===== src/assert_macros.svh =====
// Assertion helpers shared by the RTL files.
`ifndef ASSERT_MACROS_SVH
`define ASSERT_MACROS_SVH

// Property checked at every rising clock edge outside reset.
`define ASSERT_ON_CLK(lbl, clk, rst_n, prop, msg) \
    lbl: assert property (@(posedge clk) disable iff (!rst_n) prop) else $error(msg);

// Antecedent in one cycle, consequent in the next.
`define ASSERT_NEXT(lbl, clk, rst_n, ante, cons, msg) \
    lbl: assert property (@(posedge clk) disable iff (!rst_n) ante |=> cons) else $error(msg);

`endif


===== src/mdbp_pkg.sv =====
package mdbp_pkg;

    localparam int MAX_BUCKETS      = 256;
    localparam int BKT_W            = $clog2(MAX_BUCKETS);
    localparam int MAX_ROW_ELEMENTS = 64;
    localparam int ROW_AW           = $clog2(MAX_ROW_ELEMENTS);
    localparam int MAX_ROWS         = 1048576;

    // operation selector on the input side
    typedef enum logic [1:0] {
        F_CLEAR = 2'd0,
        F_COUNT = 2'd1,
        F_PACK  = 2'd2,
        F_QUERY = 2'd3
    } t_func;

    // result kind
    localparam logic K_MEMBER = 1'b0;
    localparam logic K_COUNT  = 1'b1;

    // configuration register indexes
    typedef enum logic [2:0] {
        CI_ELEMS   = 3'd0,
        CI_RUN_LEN = 3'd1,
        CI_RUNS    = 3'd2,
        CI_SLOTS   = 3'd3,
        CI_NODES   = 3'd4,
        CI_EXPERTS = 3'd5,
        CI_ROWS    = 3'd6
    } t_cfg_idx;

    // effective configuration (zeros and overranges already folded)
    typedef struct packed {
        logic [6:0]  row_len;
        logic [6:0]  run_len;
        logic [6:0]  runs;
        logic [16:0] slots;
        logic [8:0]  nodes;
        logic [16:0] elim;
        logic [20:0] row_lim;
    } t_cfg;

    typedef struct packed {
        logic        start;
        logic [31:0] dividend;
        logic [16:0] divisor;
    } t_div_req;

    typedef struct packed {
        logic        done;
        logic [31:0] quot;
        logic [16:0] rem;
    } t_div_rsp;

    typedef struct packed {
        logic        kind;
        logic [19:0] dest_row;
        logic [19:0] source_token;
        logic [5:0]  member_index;
        logic [15:0] slot;
        logic [31:0] gate_out;
        logic [20:0] node_count;
        logic        last;
    } t_result;

    typedef struct packed {
        logic        vld;
        logic [31:0] gate;
        logic [31:0] id;
    } t_row_ent;

    typedef enum logic [4:0] {
        S_IDLE,
        S_CNT_DIV,
        S_CNT_WR,
        S_QRY_RD,
        S_QRY_ST,
        S_QRY_DIV,
        S_QRY_OUT,
        S_CUR_RD,
        S_CUR_ST,
        S_CUR_DIV,
        S_STORE,
        S_SORT_RA,
        S_SORT_GA,
        S_SORT_CHK,
        S_SORT_CMP,
        S_RUN_CHK,
        S_RUN_LD,
        S_RUN_DIV,
        S_RUN_CUR,
        S_MEM_CHK,
        S_MEM_LD,
        S_MEM_DIV,
        S_MEM_OUT,
        S_DONE
    } t_state;

endpackage


===== src/mdbp_div.sv =====
module mdbp_div (
    input  logic              i_clk,
    input  logic              i_rst_n,
    input  mdbp_pkg::t_div_req i_req,
    output mdbp_pkg::t_div_rsp o_rsp
);
    import mdbp_pkg::*;
    `include "assert_macros.svh"

    logic [31:0] r_quo;
    logic [16:0] r_rem;
    logic [16:0] r_dvs;
    logic [4:0]  r_cnt;
    logic        r_busy;
    logic        r_done;
    logic [17:0] shifted;
    logic        fits;

    // one quotient bit per cycle, restoring
    assign shifted = {r_rem, r_quo[31]};
    assign fits    = shifted >= {1'b0, r_dvs};

    always_ff @(posedge i_clk) begin
        if (!i_rst_n) begin
            r_busy <= 1'b0;
            r_done <= 1'b0;
            r_cnt  <= '0;
        end else if (i_req.start) begin
            r_quo  <= i_req.dividend;
            r_rem  <= '0;
            r_dvs  <= i_req.divisor;
            r_cnt  <= '0;
            r_busy <= 1'b1;
            r_done <= 1'b0;
        end else if (r_busy) begin
            r_rem <= fits ? 17'(shifted - {1'b0, r_dvs}) : shifted[16:0];
            r_quo <= {r_quo[30:0], fits};
            r_cnt <= r_cnt + 5'd1;
            if (r_cnt == 5'd31) begin
                r_busy <= 1'b0;
                r_done <= 1'b1;
            end
        end
    end

    assign o_rsp.done = r_done;
    assign o_rsp.quot = r_quo;
    assign o_rsp.rem  = r_rem;

    `ASSERT_ON_CLK(a_no_restart, i_clk, i_rst_n, i_req.start |-> !r_busy,
        "divider started while busy")
    `ASSERT_ON_CLK(a_busy_done_excl, i_clk, i_rst_n, !(r_busy && r_done),
        "divider busy and done together")

endmodule


===== config.mk =====
export PLATFORM = sky130hd
export DESIGN_NAME = mdbp_div
export DESIGN_NICKNAME = d
export VERILOG_FILES = /design/src/mdbp_pkg.sv /design/src/mdbp_div.sv
export VERILOG_INCLUDE_DIRS = /design/src /design/src/src
export SDC_FILE = /design/constraint.sdc
export NUM_CORES = 1
export LEC_CHECK = 0
export BUFFER_PORTS_ARGS = -buffer_cell sky130_fd_sc_hd__buf_2
export CAP_MARGIN = 5
export CORE_ASPECT_RATIO = 1.5
export CORE_MARGIN = 4
export CORE_UTILIZATION = 42
export DETAILED_ROUTE_END_ITERATION = 7
export GPL_ROUTABILITY_DRIVEN = 0
export GPL_TIMING_DRIVEN = 0
export PLACE_DENSITY = 0.76
export SETUP_SLACK_MARGIN = 0.5
export SLEW_MARGIN = 20
export SYNTH_ARGS = -nofsm -noshare
export SYNTH_HDL_FRONTEND = slang
export SYNTH_SLANG_ARGS = --single-unit

===== constraint.sdc =====
create_clock -name i_clk -period 3.4 [get_ports i_clk]
set_clock_uncertainty 0.15 [all_clocks]
set_input_delay 0.68 -clock i_clk [delete_from_list [all_inputs] [get_ports i_clk]]
set_output_delay 0.68 -clock i_clk [all_outputs]
set_load 0.01 [all_outputs]

# After elaboration in Yosys (flattened, before gate mapping)
# Index checks and enable logic that the tools add are counted.
[classes] addsub=2 n_lt_le_gt_ge=1 eq_ne=1 mux=7 bitwise=1 reduce_logical=5
[op_table] operator="$mux 32" count=2
[op_table] operator="$mux 17" count=2
[op_table] operator="$ge 18x17->1" count=1
[op_table] operator="$sub 17x17->17" count=1
[op_table] operator="$reduce_and 2->1" count=3
[op_table] operator="$add 5x1->5 const B" count=1
[op_table] operator="$eq 5x5->1 const B" count=1
[op_table] operator="$mux 1" count=3
[op_table] operator="$reduce_bool 2->1" count=1
[op_table] operator="$reduce_or 2->1" count=1
[op_table] operator="$not 1->1" count=1
[word_totals] reg_bits=73 in_bits=52 output_inout_bits=50 word_cells=23

# Logic depth before layout (Yosys ltp)
# Gate-level depths: netlist (run 1).
[depth] depth_word=4 mapped_depth=11 mapped_depth_nobuf=10

# Least setup slack after synthesis (run 1)
# No wires, ideal clock.
[synth_timing] path_kind="input to register" start="input port i_req[49] in the netlist's numbering" end="register r_quo[0] (enable)" arrival_time_ns=2.389 required_time_ns=2.840 path_slack_ns=0.451 path_stages=3 n_path_buf=2 cell_sequence="clkbuf_1 buf_1 o21a_1"
[synth_between] elab_chain_cells=2
[synth_rtl] element="start: declaration" line="mdbp_div.sv:4" text="input mdbp_pkg::t_div_req i_req,"
[synth_rtl] element="$reduce_bool 2->1 (no source line)"
[synth_rtl] element="$reduce_and 2->1 (no source line)"
[synth_rtl] element="end signal: assignment" line="mdbp_div.sv:29" text="r_quo <= i_req.dividend;"
[synth_rtl] element="end signal: assignment" line="mdbp_div.sv:37" text="r_quo <= {r_quo[30:0], fits};"
[synth_rtl] element="end: declaration" line="mdbp_div.sv:10" text="logic [31:0] r_quo;"
# No other way between the ends.
# A chain may end at the register's enable or synchronous reset.

# Worst setup path in the final report (run 1)
[layout_timing] start="register r_quo[31]" end="register r_rem[14], data pin"
[layout_between] elab_chain_cells=3 word_cells_on_any_way=4
[layout_rtl] element="$sub 17x17->17 / $ge 18x17->1 (equally long branches)" line="mdbp_div.sv:36, mdbp_div.sv:21"
[layout_rtl] element="$mux 17 *" line="mdbp_div.sv:36" text="r_rem <= fits ? 17'(shifted - {1'b0, r_dvs}) : shifted[16:0];"
[layout_rtl] element="$mux 17 *" line="mdbp_div.sv:35" text="end else if (r_busy) begin"
[layout_rtl] element="end signal: assignment" line="mdbp_div.sv:36"
[layout_rtl] element="end: declaration" line="mdbp_div.sv:11" text="logic [16:0] r_rem;"
# Every way passes the cells marked *; elsewhere a longest branch is shown, timed or not. The select of a mux whose other input is x is not followed.

==> key figures, run 1 <==
Run status
  – Outcome: finished, final reports clean

CTS
  – Max Root-Sink Buffers: 2
  – Clk slew on worst S/H paths: 0.05 ns
  – CTS tree: yes
  – Clock sink total: 73
  – H-tree depth: 3
  – Worst skew pair latency: 0.34 ns
  – Post-CTS setup buffer count: 0
  – CTS buffer count: 9
  – Root buffer cell: clkbuf_16

Timing
  – Max transition margin: 41.6%
  – Final Hold Viols: 0
  – Fin crit period: 2.73 ns
  – Tcrit/Tclk final: 80.4%
  – Fin Setup TNS: 0 ns
  – Peak Freq: 0.366 GHz
  – Max Slew Vio Count: 0
  – Worst-Margin Slew: 0.876 ns
  – Final setup fails: 0
  – RSZ-0062 raised after global routing: no

Worst setup path
  – Crit path required time: 3.41 ns
  – R2r setup slk: 0.67 ns
  – Critical R2R Launch: r_quo[31]
  – Crit path DAT: 2.74 ns
  – Max incr delay on CP: 0.44 ns
  – Maximum fanout along the worst path: 4
  – Worst path slowest cell: fa_1
  – Cells along the critical path: inv_1 > ha_1 > inv_1 > fa_1 > a21oi_1 > o211ai_1 > a21oi_1 > o21bai_1 > xnor2_1 > a211oi_1
  – Worst R2R End: r_rem[14]
  – Worst Setup Path Type: flip-flop to flip-flop
  – CP endpoint kind: flip-flop
  – R2R cell count: 10
  – CP Launch Type: flip-flop

Power and ir drop
  – Static Leakage: 2.02 nW
  – Tot Pwr: 2.53 mW
  – VDD IR max: 0.000369 V
  – Power per cell area: 526 nW/um^2

Global routing
  – Vias in the first global route: 3142
  – Largest net degree at the start of global routing: 51
  – Grt total ovfl: 0
  – First-pass GRT wire length: 14600 microns
  – Initial antenna violation count: 0
  – Gr usage total: 17.1%

Route
  – Drt first pass iters: 4
  – Routed WL per cell: 16.2 microns
  – Drt drc: 0
  – Antenna viol nets, final: 0
  – Initial DRC count: 143
  – Routed wire length: 8880 microns
  – Via density: 5.27
  – Routed via count: 2884

Logic synthesis
  – Syn nets: 393
  – Syn Inst Count: 321
  – Post-synth EDFFs: 66
  – Yosys cell types: 50
  – Post-Syn Area: 3880 sq um
  – Largest area contributor in the netlist: edfxtp_1
  – Top cells by area, synth: edfxtp_1 (51%), mux2_2 (9.0%), ha_1 (6.1%)
  – Seq cells post-synth: 73
  – Asr flop ratio synth: 0%
  – Most used flip-flop cell after synthesis: edfxtp_1
  – YS warnings: 0
  – Seq/Total Area, Yosys: 54.6%
  – Post-synth top area share: 51.0%
  – Syn avg cell area: 12.1 sq um

Final layout
  – Filler cell count: 792
  – Layout Nets: 504
  – Diode count: 0
  – Share of cells above drive strength 1: 36.4%
  – Fin cells: 547
  – Area Growth Syn to Fin: 23.5%

Hold path
  – Worst hold stages: 2
  – Worst hold endpoint: r_done
  – Hold WC Path Type: flip-flop to flip-flop
  – Hold Startpoint: r_done

Floorplan
  – Core region area: 8930 sq um
  – Chip height: 126 microns
  – Rows: 42
  – Boundary Pins: 102
  – Die Area: 10900 sq um
  – Die width: 86.5 microns
  – Initial Util: 43.5%

Placement
  – Port Buf Inserts: 100
  – Hpwl dp: 6580 microns
  – Cell count after placement: 531

Run
  – Number of max-cap violations: 0
## report_power, final
group          leakage (nW)  total (mW)  switching, mW  internal (mW)
clock                 0.125       0.852          0.337          0.516
sequential            0.687        1.10         0.0348           1.07
combinational          1.21       0.571          0.320          0.250
total                  2.02        2.53          0.692           1.83
## logic make-up after synthesis
family / after synthesis / share of synthesized area, %
buffers and inverters: 36 / 4.09
multiplexers: 37 / 10.7
adder cells (fa/ha/maj): 20 / 6.63
AND/OR/NAND/NOR: 73 / 8.95
AO/OA/AOI/OAI: 68 / 11.9
flip-flops: 73 / 54.6
XOR/XNOR: 14 / 3.16
## registers in the layout, indices dropped and copies added (netlist names)
name / count
r_cnt: 5
r_quo: 32
r_dvs: 17
r_busy: 1
r_rem: 17
r_done: 1
## metal layers
layer / global-route usage (%) / share of wire [%] / up-vias
li1: - / - / 1404
met1: 18.5 / 38 / 1346
met2: 29.2 / 52 / 110
met3: 3.86 / 6.7 / 24
met4: 11.2 / 3.4 / 0
met5: 0 / 0 / -
## cell usage in the layout (no fill, tap or decap), types with 2 or more instances in the layout
cell type,instances
buf_2,101
edfxtp_1,66
mux2_2,31
nand2_1,27
a21oi_1,25
inv_1,24
nor2_1,21
ha_1,19
clkbuf_1,10
xnor2_1,10
clkbuf_16,9
nand3_1,7
o21ai_0,7
dfxtp_1,7
mux2i_1,5
o21a_1,5
a211oi_1,5
xor2_1,4
nor3_1,4
and3_1,3
buf_1,3
a21o_1,3
o22ai_1,2
buf_6,2
and2_1,2
nand4_1,2
o31ai_1,2
o21bai_1,2
a21boi_0,2
buf_4,2
o221a_2,2
a211oi_2,2
## metrics by stage
stage / hold slack, ns / utilization, % / worst slack, ns / cell area, sq um
2_1_floorplan: 0.288 / - / 0.902 / 3890
3_3_place_gp: 0.318 / 50.6 / 0.375 / 4520
3_5_place_dp: 0.355 / 50.7 / 0.516 / 4530
4_1_cts: 0.356 / 53.6 / 0.659 / 4790
5_1_grt: 0.359 / 53.7 / 0.509 / 4800
6_report: 0.352 / 53.7 / 0.666 / 4800
## final cells by class
cell class              count  area (sq um)  share of cell area [%]
repair buffers            100           500                    10.4
well taps                 110           138                    2.87
multi-input cells         212          1620                    33.7
clock buffers              16           262                    5.45
flip-flops and latches     73          2120                    44.2
inverters                  24          90.1                    1.88
plain buffers              12          68.8                    1.43
## how the worst max path moves through the flow
| stage | startpoint | endpoint | slack [ns] |
|---|---|---|---|
| 2_1_floorplan | r_quo[31] | r_quo[0] | 0.90 |
| 3_3_place_gp | i_req[49] | r_quo[17] | 0.37 |
| 3_5_place_dp | i_req[49] | r_dvs[10] | 0.52 |
| 4_1_cts | r_quo[31] | r_rem[16] | 0.66 |
| 5_1_grt | r_quo[31] | r_rem[12] | 0.51 |
| 6_report | r_quo[31] | r_rem[14] | 0.67 |
## synthesized netlist by cell type (3+ instances only)
| cell | count |
|---|---|
| nor3_1 | 4 |
| and3_1 | 3 |
| a21oi_1 | 25 |
| o21ai_0 | 7 |
| xnor2_1 | 10 |
| a21o_1 | 3 |
| buf_1 | 3 |
| nor2_1 | 21 |
| clkbuf_1 | 4 |
| o21a_1 | 6 |
| nand3_1 | 7 |
| xor2_1 | 4 |
| a211oi_1 | 6 |
| nand2_1 | 27 |
| mux2i_1 | 5 |
| dfxtp_1 | 7 |
| edfxtp_1 | 66 |
| ha_1 | 19 |
| inv_1 | 24 |
| mux2_2 | 31 |
## timing repair
action	4_1_cts	5_1_grt
hold buffers	0	0
hold endpoints to repair	0	0
resized for setup	0	1
endpoints found under the setup margin	0	1
## critical path, delay by kind of cell (launching register included)
family / cells / cell delay [ns]
buffers and inverters: 2 / 0.13
XOR/XNOR: 1 / 0.14
flip-flops: 1 / 0.42
adder cells (fa/ha/maj): 2 / 0.60
AO/OA/AOI/OAI: 5 / 1.11
(Power assumes the default switching activity.)
==> inputs of run 2 (changes only) <==
Settings changed: PLACE_DENSITY 0.76 to 0.78.
Clock period 3.4 ns to 2.4 ns, I/O delays scaled along.
==> key figures, run 2 (same netlist as run 1, synthesis figures left out) <==
Global routing
  – Gr usage total: 18.5% (was 17.1%)
  – Vias in the first global route: 3230 (was 3142)
  – Initial antenna violation count: 0 (unchanged)
  – Largest net degree at the start of global routing: 26 (was 51)
  – First-pass GRT wire length: 15500 microns (was 14600 microns)
  – Grt total ovfl: 0 (unchanged)

Timing
  – Worst-Margin Slew: 0.715 ns (was 0.876 ns)
  – RSZ-0062 raised after global routing: yes (was no)
  – Fin crit period: 2.56 ns (was 2.73 ns)
  – Max Slew Vio Count: 0 (unchanged)
  – Final WS setup: -0.156 ns (was 0.666 ns)
  – Tcrit/Tclk final: 106% (was 80.4%)
  – Final Hold Viols: 0 (unchanged)
  – Peak Freq: 0.391 GHz (was 0.366 GHz)
  – Final setup fails: 14 (was 0)
  – Max transition margin: 52.3% (was 41.6%)
  – Fin Setup TNS: -0.808 ns (was 0 ns)

Worst setup path
  – Maximum fanout along the worst path: 5 (was 4)
  – CP top delay family: compound AO/OA/AOI/OAI gates (unchanged)
  – Max incr delay on CP: 0.44 ns (about the same)
  – CP bufs+invs: 1 (was 2)
  – CP Launch Type: flip-flop (unchanged)
  – Crit path required time: 2.32 ns (was 3.41 ns)
  – Crit path DAT: 2.48 ns (was 2.74 ns)
  – Worst path slowest cell: edfxtp_1 (was fa_1)
  – CP endpoint kind: flip-flop (unchanged)
  – Cells along the critical path: ha_4 > a21oi_1 > o21ai_2 > a221oi_4 > and2_4 > buf_8 > mux2i_1 > nor2_1 (was inv_1 > ha_1 > inv_1 > fa_1 > a21oi_1 > o211ai_1 > a21oi_1 > o21bai_1 > xnor2_1 > a211oi_1)
  – Worst Setup Path Type: flip-flop to flip-flop (unchanged)

Route
  – Antenna viol nets, final: 0 (unchanged)
  – Via density: 5.40 (was 5.27)
  – Routed via count: 3043 (was 2884)
  – Drt first pass iters: 4 (unchanged)
  – Initial DRC count: 154 (was 143)
  – Routed wire length: 10100 microns (was 8880 microns)
  – Drt drc: 0 (unchanged)
  – Routed WL per cell: 17.9 microns (was 16.2 microns)

Floorplan
  – Core region area: 8930 sq um (unchanged)
  – Boundary Pins: 102 (unchanged)
  – Die Area: 10900 sq um (unchanged)
  – Rows: 42 (unchanged)
  – Chip height: 126 microns (unchanged)
  – Die width: 86.5 microns (unchanged)
  – Initial Util: 43.5% (unchanged)

Placement
  – Cell count after placement: 531 (unchanged)
  – Placed cell areas: 4620 sq um (was 4530 sq um)
  – Port Buf Inserts: 100 (unchanged)
  – Hpwl dp: 6650 microns (was 6580 microns)
  – Dpl ws: -0.174 ns (was 0.516 ns)

Final layout
  – Largest regs: r_quo: 32 flops, r_dvs: 17 flops, r_rem: 17 flops (unchanged)
  – Largest register FFs: 32 (unchanged)
  – Area Growth Syn to Fin: 38.6% (was 23.5%)
  – Fin cells: 564 (was 547)
  – Biggest register: r_quo (unchanged)
  – Most common cell after layout, fill and taps aside: buf_2 (unchanged)
  – Area of the multi-input gates: 2000 sq um (was 1620 sq um)
  – Design Area, Final: 5390 sq um (was 4800 sq um)
  – Filler cell count: 729 (was 792)
  – Commonest cells after routing, fill and taps aside: buf_2 (100), edfxtp_1 (66), mux2_2 (31) (was buf_2 (101), edfxtp_1 (66), mux2_2 (31))
  – Diode count: 0 (unchanged)
  – Layout Nets: 521 (was 504)
  – Flip-flop and latch area: 2120 sq um (unchanged)
  – Share of cells above drive strength 1: 49.3% (was 36.4%)

CTS
  – Root buffer cell: clkbuf_16 (unchanged)
  – Clk slew on worst S/H paths: 0.06 ns (was 0.05 ns)
  – Max Root-Sink Buffers: 2 (unchanged)
  – CTS buffer count: 9 (unchanged)
  – Worst skew pair latency: 0.34 ns (about the same)
  – H-tree depth: 3 (unchanged)
  – CTS tree: yes (unchanged)
  – Hold-fix buffers, CTS: 0 (unchanged)
  – Clock sink total: 73 (unchanged)

Run
  – Number of max-cap violations: 0 (unchanged)

Power and ir drop
  – NetSw: 1.18 mW (was 0.692 mW)
  – Internal power: 2.84 mW (was 1.83 mW)
  – Power per cell area: 745 nW/um^2 (was 526 nW/um^2)
  – Combinational share of power: 27.0% (was 22.6%)
  – Seq pwr share: 39.2% (was 43.6%)
  – Static Leakage: 2.16 nW (was 2.02 nW)
  – Clock network fraction of design power: 33.8% (about the same)
  – Switch share: 29.3% (was 27.4%)
  – VDD IR max: 0.000528 V (was 0.000369 V)

Run status
  – Violated checks: setup timing
  – Outcome: complete, but fails checks (was finished, final reports clean)

Hold path
  – Hold WC Path Type: primary input to flip-flop (was flip-flop to flip-flop)
==> run 2: cell count changes in the layout (fill, tap and decap cells not counted), sizes merged <==
cell,previous run,this run
buf,108,123
clkinv,0,2
clkinvlp,0,3
bufinv,0,1
clkbuf,20,14
o21a,6,7
inv,24,25
==> run 2: final timing paths <==
kind	start	endpoint	slack [ns]	depth (start not counted)
worst min register to register	r_done	r_done	0.34	2
worst max-delay path	r_rem[10]	r_rem[1]	-0.16	8
worst max register to register	r_rem[10]	r_rem[1]	-0.16	8
worst min-delay path	i_req[9]	r_dvs[9]	0.16	1
==> run 2: through the flow <==
| stage | hold WS [ns] | total power [mW] | util, % |
|---|---|---|---|
| global route | 0.154 | 4.18 | 60.3 |
| finish | 0.160 | 4.01 | 60.3 |
| floorplan | 0.288 | 2.19 | - |
| global placement | 0.328 | 2.41 | 51.7 |
| detailed placement | 0.321 | 2.43 | 51.8 |
| CTS | 0.152 | 3.92 | 58.5 |
==> run 2: power by group through the flow <==
stage / clock [mW] / sequential (mW) / combinational, mW
final: 1.36 / 1.57 / 1.08
after global routing: 1.42 / 1.59 / 1.17
after CTS: 1.37 / 1.57 / 0.982
after detailed placement: 0 / 1.59 / 0.839
after global placement: 0 / 1.59 / 0.816
after floorplan: 0 / 1.62 / 0.572
==> run 2: routing by layer <==
metal / global-route usage [%] / up-vias / routed length, microns
met5: 0 / - / 0
met4: 9.45 / 0 / 317
met2: 31.3 / 116 / 5270
li1: - / 1451 / -
met3: 5.75 / 27 / 735
met1: 20.4 / 1449 / 3750
==> run 2: cell type report <==
class | count | area share, %
Sequential cell | 73 | 39.4
Multi-Input combinational cell | 213 | 37.2
Timing Repair Buffer | 116 | 12.1
Clock buffer | 9 | 4.18
Tap cell | 110 | 2.56
Inverter | 24 | 1.67
Buffer | 12 | 1.56
Clock inverter | 7 | 1.30
==> run 2: repair_timing <==
| action | 4_1_cts | 5_1_grt |
|---|---|---|
| setup buffers | 14 | 1 |
| setup endpoints to repair | 85 | 68 |
| pin swaps | 11 | 7 |
| resized for setup | 27 | 24 |
| cloned | 1 | 1 |
